### config.mk
export PLATFORM = sky130hd
export DESIGN_NAME = vfc_ctrl
export DESIGN_NICKNAME = d
export VERILOG_FILES = /design/src/vfc_pkg.sv /design/src/vfc_ctrl.sv
export SDC_FILE = /design/constraint.sdc
export NUM_CORES = 1
export LEC_CHECK = 0
export BUFFER_PORTS_ARGS = -buffer_cell sky130_fd_sc_hd__buf_4
export CAP_MARGIN = 15
export CORE_ASPECT_RATIO = 1.25
export CORE_MARGIN = 3
export CORE_UTILIZATION = 50
export CTS_CLUSTER_SIZE = 30
export DETAILED_ROUTE_END_ITERATION = 10
export PLACE_DENSITY = 0.69
export SLEW_MARGIN = 25
export SYNTH_ARGS = -nofsm -noshare
export SYNTH_HDL_FRONTEND = slang
export SYNTH_SLANG_ARGS = --single-unit
export TNS_END_PERCENT = 50
### constraint.sdc
create_clock -name clk_i -period 1.95 [get_ports clk_i]
set_input_delay 0 -clock clk_i [delete_from_list [all_inputs] [get_ports clk_i]]
set_output_delay 0 -clock clk_i [all_outputs]
set_load 0.005 [all_outputs]
### src/vfc_pkg.sv
// shared types and constants for the view frustum culling block
// no dependencies
package vfc_pkg;

  localparam int FRACTION_BITS_DEF = 16;
  localparam int NUM_PLANES        = 6;
  localparam int PLANE_W           = 3;
  localparam int COL_W             = 2;
  localparam int CFG_IDX_W         = 3;
  localparam int CFG_W             = 64;

  // test kinds
  localparam logic [1:0] OP_POINT  = 2'd0;
  localparam logic [1:0] OP_SPHERE = 2'd1;
  localparam logic [1:0] OP_BOX    = 2'd2;

  typedef struct packed {
    logic [1:0]         opcode;
    logic signed [31:0] first_x;
    logic signed [31:0] first_y;
    logic signed [31:0] first_z;
    logic signed [31:0] second_x;
    logic signed [31:0] second_y;
    logic signed [31:0] second_z;
    logic [30:0]        sphere_radius;
  } in_beat_t;

  typedef struct packed {
    logic inside_res;
    logic degenerate_plane;
  } out_beat_t;

  typedef struct packed {
    logic               item_load;
    logic               marks_clr;
    logic               sq_step;
    logic               sq_first;
    logic               rt_init;
    logic               rt_step;
    logic               dv_init;
    logic               dv_step;
    logic               cf_write;
    logic               ts_mul;
    logic               ts_acc;
    logic               out_load;
    logic [PLANE_W-1:0] plane;
    logic [COL_W-1:0]   col;
  } dp_cmd_t;

  typedef struct packed {
    logic out_busy;
  } dp_sts_t;

endpackage

### src/vfc_ctrl.sv
// controller: sequences plane build and the six plane tests
// depends on vfc_pkg
module vfc_ctrl import vfc_pkg::*; #(
  parameter int FRACTION_BITS = FRACTION_BITS_DEF
) (
  input  logic    clk_i,
  input  logic    rst_ni,
  input  logic    cfg_we_i,
  input  logic    in_valid_i,
  output logic    in_stall_o,
  input  dp_sts_t sts_i,
  output dp_cmd_t cmd_o
);

  localparam int DIV_STEPS = 33 + FRACTION_BITS;
  localparam int RT_STEPS  = 34;
  localparam int SQ_STEPS  = 4;
  localparam int CNT_W     = $clog2(DIV_STEPS);

  localparam logic [3:0] S_IDLE  = 4'd0;
  localparam logic [3:0] S_SQ    = 4'd1;
  localparam logic [3:0] S_RINIT = 4'd2;
  localparam logic [3:0] S_RT    = 4'd3;
  localparam logic [3:0] S_DINIT = 4'd4;
  localparam logic [3:0] S_DV    = 4'd5;
  localparam logic [3:0] S_DWR   = 4'd6;
  localparam logic [3:0] S_TMUL  = 4'd7;
  localparam logic [3:0] S_TACC  = 4'd8;
  localparam logic [3:0] S_DONE  = 4'd9;

  localparam logic [PLANE_W-1:0] LAST_PLANE = PLANE_W'(NUM_PLANES - 1);
  localparam logic [COL_W-1:0]   LAST_COL   = '1;

  logic [3:0]         state_q, state_d;
  logic [CNT_W-1:0]   cnt_q, cnt_d;
  logic [PLANE_W-1:0] plane_q, plane_d;
  logic [COL_W-1:0]   col_q, col_d;
  logic               ready_q, ready_d;

  always_comb begin
    state_d = state_q;
    cnt_d   = cnt_q;
    plane_d = plane_q;
    col_d   = col_q;
    ready_d = ready_q;
    cmd_o   = '0;
    cmd_o.plane = plane_q;
    cmd_o.col   = col_q;
    case (state_q)
      S_IDLE: begin
        if (in_valid_i) begin
          cmd_o.item_load = 1'b1;
          plane_d = '0;
          col_d   = '0;
          cnt_d   = '0;
          if (ready_q) begin
            state_d = S_TMUL;
          end else begin
            cmd_o.marks_clr = 1'b1;
            state_d = S_SQ;
          end
        end
      end
      S_SQ: begin
        cmd_o.sq_step  = 1'b1;
        cmd_o.sq_first = (cnt_q == '0);
        cmd_o.col      = cnt_q[COL_W-1:0];
        cnt_d = cnt_q + 1'b1;
        if (cnt_q == CNT_W'(SQ_STEPS - 1)) state_d = S_RINIT;
      end
      S_RINIT: begin
        cmd_o.rt_init = 1'b1;
        cnt_d   = '0;
        state_d = S_RT;
      end
      S_RT: begin
        cmd_o.rt_step = 1'b1;
        cnt_d = cnt_q + 1'b1;
        if (cnt_q == CNT_W'(RT_STEPS - 1)) begin
          col_d   = '0;
          state_d = S_DINIT;
        end
      end
      S_DINIT: begin
        cmd_o.dv_init = 1'b1;
        cnt_d   = '0;
        state_d = S_DV;
      end
      S_DV: begin
        cmd_o.dv_step = 1'b1;
        cnt_d = cnt_q + 1'b1;
        if (cnt_q == CNT_W'(DIV_STEPS - 1)) state_d = S_DWR;
      end
      S_DWR: begin
        cmd_o.cf_write = 1'b1;
        if (col_q == LAST_COL) begin
          cnt_d = '0;
          col_d = '0;
          if (plane_q == LAST_PLANE) begin
            ready_d = 1'b1;
            plane_d = '0;
            state_d = S_TMUL;
          end else begin
            plane_d = plane_q + 1'b1;
            state_d = S_SQ;
          end
        end else begin
          col_d   = col_q + 1'b1;
          state_d = S_DINIT;
        end
      end
      S_TMUL: begin
        cmd_o.ts_mul = 1'b1;
        state_d = S_TACC;
      end
      S_TACC: begin
        cmd_o.ts_acc = 1'b1;
        if (plane_q == LAST_PLANE) begin
          state_d = S_DONE;
        end else begin
          plane_d = plane_q + 1'b1;
          state_d = S_TMUL;
        end
      end
      S_DONE: begin
        if (!sts_i.out_busy) begin
          cmd_o.out_load = 1'b1;
          state_d = S_IDLE;
        end
      end
      default: state_d = S_IDLE;
    endcase
    if (cfg_we_i) ready_d = 1'b0;
  end

  always_ff @(posedge clk_i or negedge rst_ni) begin
    if (!rst_ni) begin
      state_q <= S_IDLE;
      cnt_q   <= '0;
      plane_q <= '0;
      col_q   <= '0;
      ready_q <= 1'b0;
    end else begin
      state_q <= state_d;
      cnt_q   <= cnt_d;
      plane_q <= plane_d;
      col_q   <= col_d;
      ready_q <= ready_d;
    end
  end

  assign in_stall_o = (state_q != S_IDLE);

endmodule

**After elaboration in Yosys (flattened, before gate mapping)**

Cells that the tools add are included.

- Flip-flop bits (word level): 16
- Memories: 0
- Bits of input ports: 5
- Bits in writable memories: 0
- Bits in latches: 0
- ROM bits: 0

- Divide/modulo/power cells: 0
- Multipliers: 0
- Shift operators: 0
- Muxes and demuxes: 40
- $lt $le $gt $ge: 0
- Bitwise operators: 0
- Reduce and logical (&&, ||, !) cells: 16
- Add/sub/neg operators: 3
- Equal/unequal tests: 21

Operators by type and width:

| operator | count |
|---|---|
| $pmux W4 S10 | 1 |
| $mux W4 | 7 |
| $pmux W6 S4 | 1 |
| $mux W3 | 6 |
| $eq A4 B3 Y1 const B | 4 |
| $mux W1 | 14 |
| $mux W2 | 7 |
| $ne A2 B2 Y1 const B | 7 |
| $eq A6 B6 Y1 const B | 2 |
| $mux W6 | 2 |
| $pmux W3 S3 | 1 |
| $reduce_and A3 Y1 | 3 |
| $eq A4 B2 Y1 const B | 2 |
| $eq A4 B4 Y1 const B | 2 |
| $reduce_bool A4 Y1 | 2 |
| $add A6 B1 Y6 const B | 1 |
| $eq A6 B2 Y1 const B | 1 |
| $logic_not A6 Y1 | 1 |
| $pmux W2 S3 | 1 |
| $reduce_bool A2 Y1 | 3 |
| $reduce_bool A3 Y1 | 2 |
| $reduce_and A5 Y1 | 1 |
| $eq A4 B1 Y1 const B | 1 |
| $logic_not A4 Y1 | 1 |
| other kinds (7) | 7 |

**Depth between registers and ports, before layout**

- Depth in word-level cells: 5
- Gate-level depth with buffers: 7

**Worst setup path before layout**

OpenSTA, ideal clock, no wires.

- Path type: reg-to-reg
- From: register cnt_q[0]
- To: register state_q[2]
- Path buffers: 0
- Stages on the path, launching flop included: 7
- Slack: 340 ps
- Period minus slack after synthesis: 1,610 ps
- Arrival time: 1,485 ps
- Path through: dfrtp_1 > ha_1 > nor2b_1 > a2111oi_1 > a211oi_2 > nand2_1 > o21bai_2

- Cells in the longest elaborated chain, start to end: 3
- Elaborated cells on any way between the ends: 7

RTL lines:

| item | line | text |
|---|---|---|
| start, declared | vfc_ctrl.sv:35 | `logic [CNT_W-1:0] cnt_q, cnt_d;` |
| start signal, assigned | vfc_ctrl.sv:145 | `cnt_q <= cnt_d;` |
| $eq A6 B6 Y1 (tied with other cells) | vfc_ctrl.sv:92 | `if (cnt_q == CNT_W'(DIV_STEPS - 1)) state_d = S_DWR;` |
| $ne A2 B2 Y1 (no line) | - |  |
| $reduce_and A5 Y1 (no line) (*) | - |  |
| end signal, assigned | vfc_ctrl.sv:144 | `state_q <= state_d;` |
| end, declared | vfc_ctrl.sv:34 | `logic [3:0] state_q, state_d;` |

Every way passes the cells marked *; elsewhere a longest branch is shown, timed or not.
A chain may end at the register's enable or synchronous reset.

==> impl_metrics.tcl <==
set metrics [dict create \
    dpl_cell_area_mm2 0.00140 \
    yosys-top-cells-area "dfrtp_1 (33%), ha_1 (6.2%), nand2_1 (4.7%)" \
    grtUsageMet3_pct 3.19 \
    initial_core_util_pct 53.6 \
    r2r_start "cnt_q[0]" \
    critPathLaunchType "flip-flop" \
    grt_max_degree 19 \
    ir_drop_mv 0.821 \
    setup_viol 0 \
    cp-startpoint "state_q[1]" \
    yosysMostFrequentCell "dfrtp_1" \
    clock_path_buffers 2 \
    die_height_um 61 \
    rsz0062_at_grt "no" \
    setup_slack_ns 0.114 \
    synth_nets 149 \
    reg2reg_setup_slack_ns 0.21 \
    switching_share_pct 45.7 \
    finalMaxSlewViolations 0 \
    overflow 0 \
    final_cell_area_mm2 0.00146 \
    routabilityCongestion 0.876 \
    worst_pin_slew_ns 0.417 \
    clock-sinks 16 \
    period_needed_ns 1.84 \
    wl_um 2890 \
    dr.pass1.iters 6 \
    crit_fanout 14 \
    grtUsageMet2_pct 37.5 \
    cts_htree_levels 1 \
    status "completed" \
    ys_ff_latch 16 \
    yosys_most_used_dff "dfrtp_1" \
    maxSlewHeadroom_pct 72.1 \
    slowest_stage "dfrtp_2" \
    synthAdderAreaFrac_pct 6.20 \
    ant_nets 0 \
    grt_pass1_vias 1082 \
    r2r_cells 6 \
    post_cts_buffers 0 \
    hold_path.class "in2async" \
    wl_per_cell_um 14.8 \
    antenna_found_initial 0 \
    final_util_pct 64.5 \
    synth_xor_area_share_pct 0 \
    synth_compound_area_share_pct 25.9 \
    met1_usage_pct 23.5 \
    dp_hpwl_um 2200 \
    portBuffers 22 \
    synth-edff-count 0 \
    dp_cells 189 \
    dp_slack_ns 0.232 \
    muxShareOfSynthArea_pct 2.69 \
    ys_seq_area_share_pct 33.1 \
    synth_top_family_by_area "simple AND/OR/NAND/NOR gates" \
    cts_tree "done" \
    avgSynthCellArea_um2 8.77 \
    path_class "reg2out" \
    internal_power_uw 1110 \
    critical_path.cell_chain "nand2b_1 > nor3_2 > mux2_2 > buf_4" \
    vias 1172 \
    netlist_area_mm2 0.00121 \
    leakagePower_uw 0.000650 \
    power.density_mw_per_mm2 1400 \
    final_hold_viol_count 0 \
    maxCapViolations 0 \
    reg2reg_to "state_q[2]" \
    synth_cell_types 49 \
    finalNetCount 176 \
    instances_no_fill 195 \
    first_iter_violations 25 \
    groute.usage.overall_pct 20.1 \
    worstPathArrival_ns 1.84 \
    synth_simple_gate_area_share_pct 27.0 \
    yosys_warnings 0 \
    p_comb_share_pct 56.4 \
    drcViolationCount 0 \
    tns_ns 0 \
    post_drt_via_cell_ratio 6.01 \
    fin_skew_ns 0.00292 \
    grt_pass1_wl_um 4740 \
    ys_async_sr_fraction_pct 100 \
    clock_latency_ns 0.29 \
    critical-path-max-stage-delay_ns 0.52 \
    rows 19 \
    busiest_layer "met2" \
    required_ns 1.95 \
    synth_top_area_share_pct 33.1 \
    fin_crit_sh_pct 94.2 \
    synth_area_leader_cell "dfrtp_1" \
    critPathCaptureType "output pin" \
    power_frac_clock_pct 11.0 \
    yosys-top-cells-count "dfrtp_1 (16), nand2_1 (15), nor2_1 (12)" \
    coreArea_mm2 0.00226 \
    syn_to_final_growth_pct 20.4 \
    diodes 0 \
    seq_power_share_pct 32.6 \
    layout-drive-gt1-share_pct 28.0 \
    numCtsBuffers 3 \
    die_area_mm2 0.00305 \
    p_sw_uw 934 \
    pin_count 23 \
    root_buffer "clkbuf_4" \
    max_clock_freq_ghz 0.545 \
    path_clk_slew_ns 0.09 \
    syn_inst 138 \
    die_x_um 50 \
]
==> sequential cells by signal, summed over array words and instances (netlist names) <==
| signal | flops |
|---|---|
| plane_q | 3 |
| state_q | 4 |
| col_q | 2 |
| ready_q | 1 |
| cnt_q | 6 |
==> metrics by stage <==
stage	total power [uW]	hold WS [ns]
after CTS	2050	0.0931
after floorplan	1450	-0.296
after global routing	2230	0.105
after detailed placement	1820	-0.123
final	2040	0.0994
after global placement	1800	-0.128
==> cell usage in the layout, fill, tap and decap left out, drive strengths merged, types with 2 or more instances in the layout <==
cell type,netlist,layout
a31oi,3,3
dfrtp,16,16
a21oi,6,6
nor3,8,8
inv,6,6
o21bai,3,3
mux2,2,2
clkbuf,0,4
nor2,13,13
buf,5,25
a22o,3,3
nand2,15,15
nor4,2,2
a211oi,2,2
and3,2,2
nand3,5,5
nor2b,2,2
nor4b,2,2
ha,6,6
dlygate4sd3,0,2
o211ai,2,2
nand3b,2,2
o21ai,14,14
o31ai,2,2
nor3b,2,2
==> kinds of logic (layout without fill, tap and decap cells) <==
kind of cell    count (synthesis)  in the layout
simple gates                   57             57
compound gates                 45             45
flops                          16             16
buf+inv                        11             37
fa+ha+maj                       6              6
mux                             3              3
==> routing by layer <==
| layer | part of all wire [%] | wire (um) |
|---|---|---|
| met1 | 44 | 1270 |
| met2 | 51 | 1470 |
| met3 | 4.4 | 127 |
| met4 | 0.87 | 25 |
| met5 | 0 | 0 |
==> worst max-delay path by stage <==
stage / end / slack, ns
final: cmd_o[0] / 0.11
after global routing: cmd_o[0] / 0.005
after CTS: cmd_o[0] / 0.0004
after detailed placement: state_q[2] / 0.23
after global placement: state_q[2] / 0.24
after floorplan: state_q[2] / 0.34
==> power groups by stage <==
stage                     Clock (uW)  Combinational (uW)  Sequential (uW)
after floorplan                    0                 889              557
after global placement             0                1140              658
after detailed placement           0                1150              668
after CTS                        232                1160              663
after global routing             244                1290              695
final                            224                1150              667
==> final cells by class <==
class                      count  area, um2
fill                         211        802
clock buffer                   4       36.3
sequential                    16        404
inverter                       6       22.5
multi-input combinational    111        747
timing repair buffer          27        208
tap                           31       38.8
==> what timing repair did <==
item / 4_1_cts / 5_1_grt
hold buffers: 2 / 0
setup endpoints to repair: 2 / 2
hold endpoints to repair: 17 / 0
resized for setup: 1 / 2
==> worst max-delay path, delay by kind of cell (launching register included) <==
kind	cells	cell delay (ns)
flip-flops	1	0.52
AND/OR/NAND/NOR	2	0.52
multiplexers	1	0.37
buffers and inverters	1	0.13
No activity file was read; power rests on OpenSTA's default activity.
